File: config.mk
export PLATFORM = sky130hd
export DESIGN_NAME = hex_text_decoder
export DESIGN_NICKNAME = d
export VERILOG_FILES = /design/src/rtl/htd_pkg.sv /design/src/rtl/hex_text_decoder.sv
export SDC_FILE = /design/constraint.sdc
export NUM_CORES = 1
export LEC_CHECK = 0
export ABC_AREA = 1
export BUFFER_PORTS_ARGS = -buffer_cell sky130_fd_sc_hd__buf_2
export CAP_MARGIN = 5
export CORE_MARGIN = 1.5
export CORE_UTILIZATION = 50
export DETAILED_ROUTE_END_ITERATION = 8
export PLACE_DENSITY = 0.7
export SLEW_MARGIN = 20
export SYNTH_ARGS = -nofsm -noshare
export SYNTH_HDL_FRONTEND = slang
export SYNTH_SLANG_ARGS = --single-unit
export TNS_END_PERCENT = 100
File: constraint.sdc
create_clock -name clock -period 6.32 [get_ports clock]
set_clock_uncertainty 0.15 [all_clocks]
set_input_delay 0.948 -clock clock [delete_from_list [all_inputs] [get_ports clock]]
set_output_delay 0.948 -clock clock [all_outputs]
set_load 0.1 [all_outputs]
File: src/rtl/htd_pkg.sv
package htd_pkg;

   localparam int unsigned MAX_LINE = 76;

   localparam logic [6:0] LINE_MAX   = 7'(MAX_LINE);
   localparam logic [6:0] COUNT_SAT  = 7'd127;

   localparam logic [7:0] CHAR_LF    = 8'd10;
   localparam logic [7:0] CHAR_CR    = 8'd13;
   localparam logic [7:0] CHAR_SPACE = 8'd32;
   localparam logic [7:0] CHAR_TAB   = 8'd9;
   localparam logic [7:0] CHAR_VTAB  = 8'd11;

   localparam logic [1:0] CASE_LOWER = 2'd0;
   localparam logic [1:0] CASE_UPPER = 2'd2;

   localparam logic [1:0] REG_LINE_LIMIT = 2'd0;
   localparam logic [1:0] REG_CASE_MODE  = 2'd1;
   localparam logic [1:0] REG_STRIP      = 2'd2;

   localparam logic [6:0] RESET_LINE_LIMIT = 7'd0;
   localparam logic [1:0] RESET_CASE_MODE  = 2'd1;

   typedef enum logic [1:0] {
      PH_LEAD  = 2'd0,
      PH_CONT  = 2'd1,
      PH_TRAIL = 2'd2,
      PH_START = 2'd3
   } phase_type;

   typedef enum logic [1:0] {
      ST_OK      = 2'd0,
      ST_BADCHAR = 2'd1,
      ST_LENGTH  = 2'd2,
      ST_ODD     = 2'd3
   } status_type;

   typedef struct packed {
      logic       ok;
      logic [3:0] value;
   } digit_type;

   function automatic digit_type digit_decode(input logic [7:0] c, input logic [1:0] case_mode);
      digit_type d;
      d.ok    = 1'b0;
      d.value = c[3:0];
      if (c >= 8'h30 && c <= 8'h39) begin
         d.ok = 1'b1;
      end else if (c >= 8'h41 && c <= 8'h46) begin
         d.ok    = (case_mode != CASE_LOWER);
         d.value = c[3:0] + 4'd9;
      end else if (c >= 8'h61 && c <= 8'h66) begin
         d.ok    = (case_mode != CASE_UPPER);
         d.value = c[3:0] + 4'd9;
      end
      return d;
   endfunction

endpackage

File: src/rtl/hex_text_decoder.sv
// Each accepted req beat goes through the input register, then the result register,
//   to its rsp beat; one rsp beat for every req beat.
// Throughput: one character per cycle, set by the single decode pass between the
//   two registers; a stalled rsp holds the result and then the input register.
// Reset: synchronous, active high; clears the line state, the sticky error and
//   returns the registers to line_limit 0, case_mode mixed, strip off.
module hex_text_decoder (
   input  logic       clock,
   input  logic       reset,
   input  logic       req_valid,
   output logic       req_stall,
   input  logic [7:0] req_char_in,
   input  logic       req_end_of_text,
   output logic       rsp_valid,
   input  logic       rsp_stall,
   output logic       rsp_byte_valid,
   output logic [7:0] rsp_byte_out,
   output logic [1:0] rsp_status,
   output logic       rsp_stream_done,
   input  logic       csr_valid,
   output logic       csr_ready,
   input  logic [1:0] csr_index,
   input  logic [6:0] csr_data
);

   // configuration
   logic [6:0] line_limit_ff;
   logic [1:0] case_mode_ff;
   logic       strip_ff;

   // input register
   logic       in_valid_ff;
   logic [7:0] in_char_ff;
   logic       in_eot_ff;

   // line state
   htd_pkg::phase_type  phase_ff, phase_in;
   logic                pending_ff, pending_in;
   logic [3:0]          nibble_ff, nibble_in;
   logic                absorb_ff, absorb_in;
   logic [6:0]          count_ff, count_in;
   htd_pkg::status_type error_ff, error_in;

   // result register
   logic       out_valid_ff;
   logic       out_byte_valid_ff, out_byte_valid_in;
   logic [7:0] out_byte_ff, out_byte_in;
   logic [1:0] out_status_ff;
   logic       out_done_ff;

   htd_pkg::status_type code;
   htd_pkg::phase_type  p;
   htd_pkg::digit_type  dig;
   logic [6:0]          lim;
   logic [6:0]          count_inc;
   logic                pair_done;
   logic                is_break;
   logic                is_blank;
   logic                out_free;
   logic                advance;

   assign out_free  = !out_valid_ff || !rsp_stall;
   assign advance   = in_valid_ff && out_free;
   assign req_stall = in_valid_ff && !out_free;
   assign csr_ready = 1'b1;

   assign lim       = (line_limit_ff > htd_pkg::LINE_MAX) ? htd_pkg::LINE_MAX : line_limit_ff;
   assign p         = (phase_ff == htd_pkg::PH_START) ?
                      (strip_ff ? htd_pkg::PH_LEAD : htd_pkg::PH_CONT) : phase_ff;
   assign dig       = htd_pkg::digit_decode(in_char_ff, case_mode_ff);
   assign count_inc = (count_ff == htd_pkg::COUNT_SAT) ? count_ff : count_ff + 7'd1;
   assign is_break  = (in_char_ff == htd_pkg::CHAR_LF) || (in_char_ff == htd_pkg::CHAR_CR);
   assign is_blank  = (in_char_ff == htd_pkg::CHAR_SPACE) || (in_char_ff == htd_pkg::CHAR_TAB) ||
                      (in_char_ff == htd_pkg::CHAR_VTAB);

   // next state of the line tracker and the status code
   always_comb begin
      phase_in   = phase_ff;
      pending_in = pending_ff;
      nibble_in  = nibble_ff;
      absorb_in  = absorb_ff;
      count_in   = count_ff;
      code       = htd_pkg::ST_OK;
      pair_done  = 1'b0;
      if (error_ff != htd_pkg::ST_OK) begin
         code = error_ff;
      end else begin
         if (pending_ff) begin
            if (!dig.ok) begin
               code = htd_pkg::ST_BADCHAR;
            end else begin
               pair_done  = 1'b1;
               pending_in = 1'b0;
               absorb_in  = 1'b0;
               phase_in   = htd_pkg::PH_CONT;
               count_in   = count_inc;
            end
         end else if (is_break) begin
            if (absorb_ff) begin
               absorb_in = 1'b0;
            end else if (lim != 7'd0 &&
                         (in_eot_ff ? (count_ff > lim) : (count_ff != lim))) begin
               code = htd_pkg::ST_LENGTH;
            end else if (p != htd_pkg::PH_CONT && p != htd_pkg::PH_TRAIL) begin
               code = htd_pkg::ST_BADCHAR;
            end else begin
               phase_in  = htd_pkg::PH_LEAD;
               absorb_in = 1'b1;
               count_in  = 7'd0;
            end
         end else begin
            absorb_in = 1'b0;
            if (is_blank) begin
               if (!strip_ff) begin
                  code = htd_pkg::ST_BADCHAR;
               end else begin
                  phase_in = (p == htd_pkg::PH_CONT) ? htd_pkg::PH_TRAIL : p;
               end
            end else if (p == htd_pkg::PH_TRAIL || !dig.ok) begin
               code = htd_pkg::ST_BADCHAR;
            end else begin
               nibble_in  = dig.value;
               pending_in = 1'b1;
               phase_in   = htd_pkg::PH_CONT;
               count_in   = count_inc;
            end
         end
         if (code == htd_pkg::ST_OK && in_eot_ff) begin
            if (pending_in) begin
               code = htd_pkg::ST_ODD;
            end else if (lim != 7'd0 && count_in > lim) begin
               code = htd_pkg::ST_LENGTH;
            end
         end
      end
      error_in = code;
      // end of stream: drop back to the reset state
      if (in_eot_ff) begin
         phase_in   = htd_pkg::PH_START;
         pending_in = 1'b0;
         nibble_in  = 4'd0;
         absorb_in  = 1'b0;
         count_in   = 7'd0;
         error_in   = htd_pkg::ST_OK;
      end
   end

   // result fields
   always_comb begin
      out_byte_valid_in = pair_done && (code == htd_pkg::ST_OK);
      out_byte_in       = out_byte_valid_in ? {nibble_ff, dig.value} : 8'd0;
   end

   always_ff @(posedge clock) begin
      if (reset) begin
         line_limit_ff <= htd_pkg::RESET_LINE_LIMIT;
         case_mode_ff  <= htd_pkg::RESET_CASE_MODE;
         strip_ff      <= 1'b0;
      end else if (csr_valid && csr_ready) begin
         unique case (csr_index)
            htd_pkg::REG_LINE_LIMIT: line_limit_ff <= csr_data;
            htd_pkg::REG_CASE_MODE:  case_mode_ff  <= csr_data[1:0];
            htd_pkg::REG_STRIP:      strip_ff      <= csr_data[0];
            default: ;
         endcase
      end
   end

   always_ff @(posedge clock) begin
      if (reset) begin
         in_valid_ff <= 1'b0;
      end else if (!req_stall) begin
         in_valid_ff <= req_valid;
      end
   end

   always_ff @(posedge clock) begin
      if (req_valid && !req_stall) begin
         in_char_ff <= req_char_in;
         in_eot_ff  <= req_end_of_text;
      end
   end

   always_ff @(posedge clock) begin
      if (reset) begin
         phase_ff   <= htd_pkg::PH_START;
         pending_ff <= 1'b0;
         nibble_ff  <= 4'd0;
         absorb_ff  <= 1'b0;
         count_ff   <= 7'd0;
         error_ff   <= htd_pkg::ST_OK;
      end else if (advance) begin
         phase_ff   <= phase_in;
         pending_ff <= pending_in;
         nibble_ff  <= nibble_in;
         absorb_ff  <= absorb_in;
         count_ff   <= count_in;
         error_ff   <= error_in;
      end
   end

   always_ff @(posedge clock) begin
      if (reset) begin
         out_valid_ff <= 1'b0;
      end else if (out_free) begin
         out_valid_ff <= in_valid_ff;
      end
   end

   always_ff @(posedge clock) begin
      if (advance) begin
         out_byte_valid_ff <= out_byte_valid_in;
         out_byte_ff       <= out_byte_in;
         out_status_ff     <= code;
         out_done_ff       <= in_eot_ff;
      end
   end

   assign rsp_valid       = out_valid_ff;
   assign rsp_byte_valid  = out_byte_valid_ff;
   assign rsp_byte_out    = out_byte_ff;
   assign rsp_status      = out_status_ff;
   assign rsp_stream_done = out_done_ff;

endmodule

; Word-level counts from Yosys, hierarchy flattened
; Index checks and enable logic that the tools add are counted.
[op_classes]
add_sub_neg = 2
multipliers = 0
div = 0
order_cmp = 9
eq_ne = 26
n_shift = 0
n_mux = 71
bitwise = 0
n_reduce_logical = 34
[op_table]
columns = operator, count
row1 = $mux W7, 13
row2 = $mux W2, 24
row3 = $eq A8 B4 Y1 const B, 4
row4 = $mux W4, 7
row5 = $mux W1, 25
row6 = $ge A8 B7 Y1 const B, 2
row7 = $le A8 B7 Y1 const B, 2
row8 = $gt A7 B7 Y1, 2
row9 = $ne A2 B2 Y1 const B, 7
row10 = $ne A4 B4 Y1 const B, 3
row11 = $logic_and A1 B1 Y1, 11
row12 = $mux W5, 2
row13 = $ne A5 B5 Y1 const B, 2
row14 = $eq A8 B6 Y1 const B, 1
row15 = $ge A8 B6 Y1 const B, 1
row16 = $le A8 B6 Y1 const B, 1
row17 = $reduce_and A2 Y1, 4
row18 = $reduce_and A8 Y1, 1
row19 = $add A7 B1 Y7 const B, 1
row20 = $eq A7 B7 Y1 const B, 1
row21 = $gt A7 B7 Y1 const B, 1
row22 = $ne A7 B7 Y1, 1
row23 = $reduce_bool A7 Y1, 1
row24 = $eq A2 B2 Y1 const B, 3
row25 = other kinds (10), 22
[word_totals]
register_bits = 50
latchBits = 0
ram_bits = 0
rom_bits = 0
in_bits = 23
wordCells = 159
memories = 0

; Logic depth before layout (Yosys ltp)
; Gate-level depths: netlist of run 1.
[depth]
depth_word = 20
ltp_mapped = 30
ltp_nobuf = 30

; Worst setup path before layout of run 1
; OpenSTA, ideal clock, no wires.
[synth_path]
path_kind = register to register
start = register line_limit_ff[1]
end = register out_byte_ff[2] (netlist: rsp_byte_out[2]) (data pin)
arrival_time_ps = 3389
t_required_ps = 5912
path_slack_ps = 2523
path_stages_with_launch = 30
period_less_slack_ps = 3797
cell_sequence = dfxtp_1 nor2_1 nand3b_1 a21oi_1 inv_1 nand2_1 ha_1 nand2_1 a21oi_1 nor2_1 nand2_1 o211ai_1 nand3_1 nand3_1 nand3_1 and2_1 ha_1 nand2_1 o21ai_0 nand2_1 o211ai_1 nand3_1 nand3_2 nand2_1 inv_1 nand2_1 nand2_1 nand2_2 nand3_4 nor2_1
[synth_via]
elab_chain_cells = 18
[synth_lines]
columns = item, line
row1 = from (decl), hex_text_decoder.sv:27  ; logic [6:0] line_limit_ff;
row2 = from (signal assigned), hex_text_decoder.sv:156  ; line_limit_ff <= htd_pkg::RESET_LINE_LIMIT;
row3 = from (signal assigned), hex_text_decoder.sv:161  ; htd_pkg::REG_LINE_LIMIT: line_limit_ff <= csr_data;
row4 = $gt A7 B7 Y1, hex_text_decoder.sv:67  ; assign lim = (line_limit_ff > htd_pkg::LINE_MAX) ? htd_pkg::LINE_MAX : line_limit_ff;
row5 = $mux W7 (*), hex_text_decoder.sv:67
row6 = $gt A7 B7 Y1 / $ne A7 B7 Y1 (equally long branches), hex_text_decoder.sv:102  ; (in_eot_ff ? (count_ff > lim) : (count_ff != lim))) begin
row7 = $mux W1, hex_text_decoder.sv:102
row8 = $logic_and A1 B1 Y1, hex_text_decoder.sv:101  ; end else if (lim != 7'd0 &&
row9 = $mux W7, hex_text_decoder.sv:101
row10 = $mux W7, hex_text_decoder.sv:99  ; if (absorb_ff) begin
row11 = $mux W7, hex_text_decoder.sv:98  ; end else if (is_break) begin
row12 = [... 2 more ...], n/a
row13 = $gt A7 B7 Y1, hex_text_decoder.sv:131  ; end else if (lim != 7'd0 && count_in > lim) begin
row14 = $logic_and A1 B1 Y1, hex_text_decoder.sv:131
row15 = $mux W2, hex_text_decoder.sv:131
row16 = $mux W2, hex_text_decoder.sv:129  ; if (pending_in) begin
row17 = $mux W2 (*), hex_text_decoder.sv:128  ; if (code == htd_pkg::ST_OK && in_eot_ff) begin
row18 = $mux W2 (*), hex_text_decoder.sv:85  ; if (error_ff != htd_pkg::ST_OK) begin
row19 = $logic_not A2 Y1 (*), hex_text_decoder.sv:150  ; out_byte_valid_in = pair_done && (code == htd_pkg::ST_OK);
row20 = $logic_and A1 B1 Y1 (*), hex_text_decoder.sv:150
row21 = to (signal assigned), hex_text_decoder.sv:213  ; out_byte_ff <= out_byte_in;
row22 = to (decl), hex_text_decoder.sv:47  ; logic [7:0] out_byte_ff, out_byte_in;
; Mark *: on every way between the ends. The rest lies on a longest branch, timed or not. The select of a mux whose other input is x is not followed.
; A chain may end at the register's enable or synchronous reset.

; Worst setup path in the final report of run 1
; Same ends and word-level chain as after synthesis.

==> flow_metrics.tcl, run 1 <==
set metrics [dict create \
    outcome "finished, final reports clean" \
    grt-ovfl-total 0 \
    grt_start_max_net_pins 19 \
    synth_top_family_by_area "simple AND/OR/NAND/NOR gates" \
    grt_pass1_wl_um 11750 \
    start_util 0.5281 \
    grt_antenna_before_repair 0 \
    crit_type "reg -> reg" \
    required_ns 6.25 \
    drtIter0Drc 178 \
    wl_per_cell_um 13.00 \
    synthMuxAreaShare 0 \
    post-place-ws_ns 1.951 \
    endpoint_kind "flip-flop" \
    async_flop_share 0 \
    post_cts_resized 0 \
    setup_viol 0 \
    syn_to_final_growth_pct 10.52 \
    dieWidth_um 83.01 \
    rsz0062_at_grt "no" \
    synth-simple-area-share 0.2912 \
    drive_gt1_frac 0.1423 \
    final_nets 515 \
    postRouteAntennaNets 0 \
    fin_util 0.5836 \
    wirelength_um 7100 \
    seq_area_frac_synth 0.3784 \
    yosys.area_share.adder 0.08600 \
    yosysUniqueCellTypes 38 \
    grtUsageTotal 0.2071 \
    die_area_mm2 0.006890 \
    static-leakage-power_uw 0.001711 \
    peakVddDrop_mv 0.1475 \
    report.final.slew_viol_count 0 \
    place_hpwl_um 5282 \
    synth_edf_count 21 \
    n_antenna_cell 0 \
    crit_end "rsp_byte_out[2]$_SDFFCE_PN0P_" \
    synth_compound_area_frac 0.1482 \
    boundaryPins 38 \
    maxCapViolCount 0 \
    dp.cells 538 \
    clockBufferDepth 2 \
    setup_ws_ns 1.869 \
    reg2reg_depth 29 \
    critical_path.slowest_cell "dfxtp_1" \
    synthXorXnorAreaFrac 0.01095 \
    die_h_um 83.01 \
    clkTransAtPathRegs_ns 0.12 \
    critPathMaxFanout 9 \
    max_stage_delay_ns 0.37 \
    reg2reg_slack_ns 1.87 \
    finalSetupTns_ns 0 \
    vias 2899 \
    ys_ff_latch 50 \
    hold_path.class "reg -> reg" \
    min_from "nibble_ff[0]$_SDFFE_PP0P_" \
    cts.sinks 50 \
    n_fill_cell 571 \
    min_period_ns 4.451 \
    syn_inst 433 \
    gp_congestion 0.8934 \
    root_buffer "clkbuf_8" \
    fp-row-count 28 \
    slew_headroom 0.2646 \
    avgSynthCellArea_um2 7.392 \
    avgViaCountPerCell 5.310 \
    cts_max_level 2 \
    syn_nets 478 \
    worstPathArrival_ns 4.38 \
    synth_flop_cell "dfxtp_1" \
    worst_pin_slew_ns 1.095 \
    mostFrequentLayoutCell "nand2_1" \
    crit_path_start_kind "flip-flop" \
    min_period_over_period 0.7042 \
    numCtsBuffers 5 \
    final_cell_mix "nand2_1 (82), nor2_1 (60), inv_1 (56)" \
    coreArea_mm2 0.006061 \
    grt_pass1_vias 2597 \
    startpoint "line_limit_ff[1]$_SDFFE_PP0P_" \
    hold_viol 0 \
    syn_area_mm2 0.003201 \
    portBuffers 36 \
    rr_endpoint "rsp_byte_out[2]$_SDFFCE_PN0P_" \
    drc 0 \
    dr.pass1.iters 5 \
    clkLatencyLatePin_ns 0.33 \
    final_cells 546 \
    yosysWarnings 0 \
    cts_hold_buf 0 \
    rr_startpoint "line_limit_ff[1]$_SDFFE_PP0P_" \
    powerDensity_mw_per_mm2 202.0 \
    crit_top_cell "nand2_1" \
    cts_tree "built" \
    post_cts_buffers 0 \
    max_freq_ghz 0.2247 \
]
==> power by group <==
group	internal [uW]	switching, uW
clock network	82.5	129
registers	351	10.2
logic	42.5	99.7
total	476	239
==> metal layers <==
metal	wire [um]	share of wire	GRT usage
met1	3341	0.47	0.2829
met3	494	0.070	0.04771
met4	142	0.020	0.07273
met2	3120	0.44	0.3215
met5	0	0	0
==> state kept, by name, indices dropped and copies added (netlist names), 4 cells and up <==
register / count
rsp_byte_out: 8
nibble_ff: 4
count_ff: 7
in_char_ff: 8
line_limit_ff: 7
==> cell type report <==
cell class                 instances  area (um2)  area share
tap                               75       93.84     0.02653
inverter                          59       226.5     0.06403
sequential                        50        1211      0.3424
clock buffer                       5       68.82     0.01946
timing repair buffer              37       187.7     0.05306
clock inverter                     3       28.78    0.008136
multi-input combinational        317        1720      0.4864
==> cell usage after synthesis (all sizes together) (3+ instances only) <==
master  count  share of area
xor2        4          0.011
nand3      34          0.063
clkbuf      4         0.0051
edfxtp     21           0.20
nand2      86           0.11
o21ai      31          0.050
inv        58          0.068
ha         22          0.086
buf         3         0.0082
a21oi      42          0.068
nor3        6          0.011
nand4       7          0.014
o211ai      7          0.016
and2        4         0.0078
nor2       64          0.080
dfxtp      29           0.18
==> critical path, delay by kind of cell, from the launching register on <==
kind	cells	cell delay, ns
AND/OR/NAND/NOR	20	2.06
AO/OA/AOI/OAI	5	0.85
adder cells (fa/ha/maj)	2	0.57
flip-flops	1	0.37
buffers and inverters	2	0.18
==> worst min-delay path by stage <==
stage / endpoint / cells after the start
after global placement: phase_ff[1]$_SDFFE_PP1P_ / 2
after global routing: nibble_ff[2]$_SDFFE_PP0P_ / 2
after detailed placement: nibble_ff[0]$_SDFFE_PP0P_ / 2
final: nibble_ff[0]$_SDFFE_PP0P_ / 2
after CTS: nibble_ff[0]$_SDFFE_PP0P_ / 2
after floorplan: rsp_stream_done$_DFFE_PP_ / 0
==> logic make-up (layout without fill, tap and decap cells) <==
group                    count (synthesis)  in the layout
XOR/XNOR                                 4              4
AND/OR/NAND/NOR                        205            205
flip-flops                              50             50
adder cells (fa/ha/maj)                 22             22
other                                    1              1
buffers and inverters                   66            104
AO/OA/AOI/OAI                           85             85
==> stage by stage <==
| step | hold WS (ns) | total power, uW | area [um2] |
|---|---|---|---|
| floorplan | 0.2777 | 476.3 | 3201 |
| global placement | 0.2920 | 504.9 | 3440 |
| detailed placement | 0.3019 | 508.8 | 3440 |
| CTS | 0.3179 | 716.7 | 3537 |
| global route | 0.3491 | 747.0 | 3537 |
| finish | 0.3154 | 714.5 | 3537 |
Note: power is estimated with default switching activity, not from simulation.
==> run 2: changes to the inputs <==
ABC_AREA = 0   (was 1)
PLACE_DENSITY = 0.73   (was 0.7)
clock period = 3.8 ns   (was 6.32 ns; I/O delays follow)
==> run 2 against run 1 <==
  * The flow now finishes with violations (negative setup slack)
  * Critical path depth decreased by 16
  * Worst hold slack got worse by 0.034 ns
  * Cell count decreased by 13%
  * Clock power increased by 85%
  * Largest cell class unchanged
  * Global-route usage increased by 0.98 points
  * Register-to-register slack got worse by 1.9 ns
  * First-iteration DRC count increased by 56%
  * Non-clock buffer count increased by 49
  * Design area increased by 5.4%
  * Wire length decreased by 6.9%
  * Maximum frequency increased by 16%
  * Critical endpoint unchanged
==> flow_metrics.tcl, run 2 <==
set metrics [dict create \
    wirelength_um 6613 \
    violations "negative setup slack" \
    final-seq-area_mm2 0.001212 \
    powerDensity_mw_per_mm2 320.0 \
    static-leakage-power_uw 0.001579 \
    min_period_ns 3.830 \
    grtUsageTotal 0.2168 \
    setup_ws_ns -0.03033 \
    synth_area_leaders "edfxtp_1 (22%), dfxtp_1 (20%), ha_1 (9.5%)" \
    async_flop_share 0 \
    setup_viol 4 \
    hold_path.class "in -> reg" \
    n_antenna_cell 0 \
    drtIter0Drc 277 \
    drc 0 \
    post-place-ws_ns -0.2146 \
    portBuffers 36 \
    wl_per_cell_um 13.92 \
    min_from "req_end_of_text" \
    multi_input_area_mm2 0.001695 \
    fp-row-count 27 \
    dpl_cell_area_mm2 0.003501 \
    cts_max_level 2 \
    die_h_um 79.28 \
    syn_to_final_growth_pct 28.22 \
    synth_flop_cell "dfxtp_1" \
    avgSynthCellArea_um2 9.177 \
    endpoint_kind "flip-flop" \
    rr_startpoint "in_char_ff[7]$_DFFE_PP_" \
    grt_antenna_before_repair 0 \
    worstPathArrival_ns 3.86 \
    maxCapViolCount 0 \
    ys_ff_latch 50 \
    grt_start_max_net_pins 27 \
    max_freq_ghz 0.2611 \
    slew_headroom 0.5259 \
    mostFrequentLayoutCell "buf_4" \
    dr.pass1.iters 4 \
    netlist_top_cells_count "nor2_1 (46), dfxtp_1 (29), nand2_1 (26), ha_1 (22)" \
    drive_gt1_frac 0.2953 \
    syn_nets 362 \
    hold_viol 0 \
    synth_top_area_cell "edfxtp_1" \
    grt_pass1_vias 2387 \
    min_period_over_period 1.008 \
    startpoint "in_char_ff[7]$_DFFE_PP_" \
    place_hpwl_um 4880 \
    gp_congestion 0.8689 \
    yosysUniqueCellTypes 60 \
    rsz0062_at_grt "yes" \
    start_util 0.5219 \
    seq_area_frac_synth 0.4163 \
    yosys.area.top_type_share 0.2168 \
    syn_area_mm2 0.002909 \
    dieWidth_um 79.28 \
    clkLatencyLatePin_ns 0.31 \
    clkTransAtPathRegs_ns 0.10 \
    die_area_mm2 0.006285 \
    report.final.slew_viol_count 0 \
    final_nets 447 \
    critPathMaxFanout 8 \
    vias 2595 \
    numCtsBuffers 5 \
    boundaryPins 38 \
    worst_pin_slew_ns 0.7096 \
    fin_hold_ws_ns 0.2816 \
    grt_pass1_wl_um 10650 \
    synth_edf_count 21 \
    final_cell_mix "buf_4 (50), nor2_1 (44), buf_2 (36)" \
    syn_inst 317 \
    report.power.total_uw 1194 \
    fin_util 0.6691 \
    crit_type "reg -> reg" \
    cts_hold_buf 0 \
    required_ns 3.83 \
    coreArea_mm2 0.005574 \
    crit_path_start_kind "flip-flop" \
    grt-ovfl-total 0 \
    cts_tree "built" \
    avgViaCountPerCell 5.463 \
    synth.most_common_cell "nor2_1" \
    outcome "finished, violations left" \
    root_buffer "clkbuf_8" \
    yosysWarnings 0 \
    n_fill_cell 458 \
    cts.sinks 50 \
    postRouteAntennaNets 0 \
    peakVddDrop_mv 0.2016 \
    stdcell_area_mm2 0.003730 \
    clockBufferDepth 2 \
]
run 2: changes by cell type after synthesis, moves of 5 or more:
cell | before | now
a21oi_1 | 40 | 18
a31oi_1 | 0 | 5
inv_1 | 56 | 16
mux2i_1 | 0 | 16
nand2_1 | 82 | 26
nand2b_1 | 0 | 6
nand3_1 | 29 | 5
nor2_1 | 60 | 46
nor2b_1 | 0 | 5
o211ai_1 | 7 | 2
o21ai_0 | 29 | 21
xnor2_1 | 0 | 5
run 2: final timing paths:
kind,cells after the start,slack (ns),to
worst min-delay path,1,0.28,in_eot_ff$_DFFE_PP_
worst max register to register,13,-0.03,rsp_byte_out[2]$_SDFFCE_PN0P_
worst min register to register,2,0.37,nibble_ff[0]$_SDFFE_PP0P_
worst max-delay path,13,-0.03,rsp_byte_out[2]$_SDFFCE_PN0P_
run 2: repair_timing:
item	CTS	global route
pin swaps	8	7
resized for setup	11	11
setup endpoints to repair	10	10
setup buffers	2	2
gates cloned	0	0
run 2: per-layer routing:
metal	GRT usage	vias to the layer above	wire (um)
met5	0	-	0
met4	0.09298	0	156
met3	0.02874	14	350
met2	0.3624	80	3150
met1	0.2804	1186	2955
li1	-	1315	-
run 2: power breakdown:
| part | total, uW | internal (uW) | switching (uW) | leakage [uW] |
|---|---|---|---|---|
| Clock | 392 | 200 | 192 | 0.0000587 |
| Sequential | 588 | 577 | 11.0 | 0.000440 |
| Combinational | 214 | 82.8 | 131 | 0.00108 |
| Total | 1190 | 860 | 334 | 0.00158 |
run 2: kinds of logic (layout without fill, tap and decap cells):
kind of cell / Yosys count / count (layout) / share of synthesized area
other cells: 1 / 1 / 0.001289
fa+ha+maj: 22 / 22 / 0.09462
flops: 50 / 50 / 0.4163
simple gates: 123 / 123 / 0.2065
xor+xnor: 6 / 6 / 0.01806
mux: 17 / 17 / 0.05892
buf+inv: 24 / 110 / 0.03269
compound gates: 74 / 74 / 0.1716
run 2: layout make-up:
| class | instances | area share |
|---|---|---|
| well taps | 72 | 0.02415 |
| multi-input cells | 243 | 0.4545 |
| repair buffers | 86 | 0.1489 |
| clock inverters | 3 | 0.01275 |
| flip-flops and latches | 50 | 0.3251 |
| inverters | 16 | 0.01610 |
| clock buffers | 5 | 0.01845 |
run 2: stage by stage:
step                std cells  setup TNS [ns]
floorplan                 317               0
global placement          463         -0.1128
detailed placement        463          -1.634
CTS                       473         -0.3861
global route              475          -2.262
finish                    475        -0.07423
run 2: critical path: stages (launching register included):
cell,delay [ns]
edfxtp_1,0.40
or4b_4,0.56
or3_4,0.34
or3_4,0.35
a311oi_4,0.44
a21oi_1,0.09
ha_1,0.33
a21o_1,0.16
a21oi_1,0.16
o21ai_1,0.09
o21ai_2,0.15
nand4_1,0.16
buf_4,0.22
nor2_2,0.10
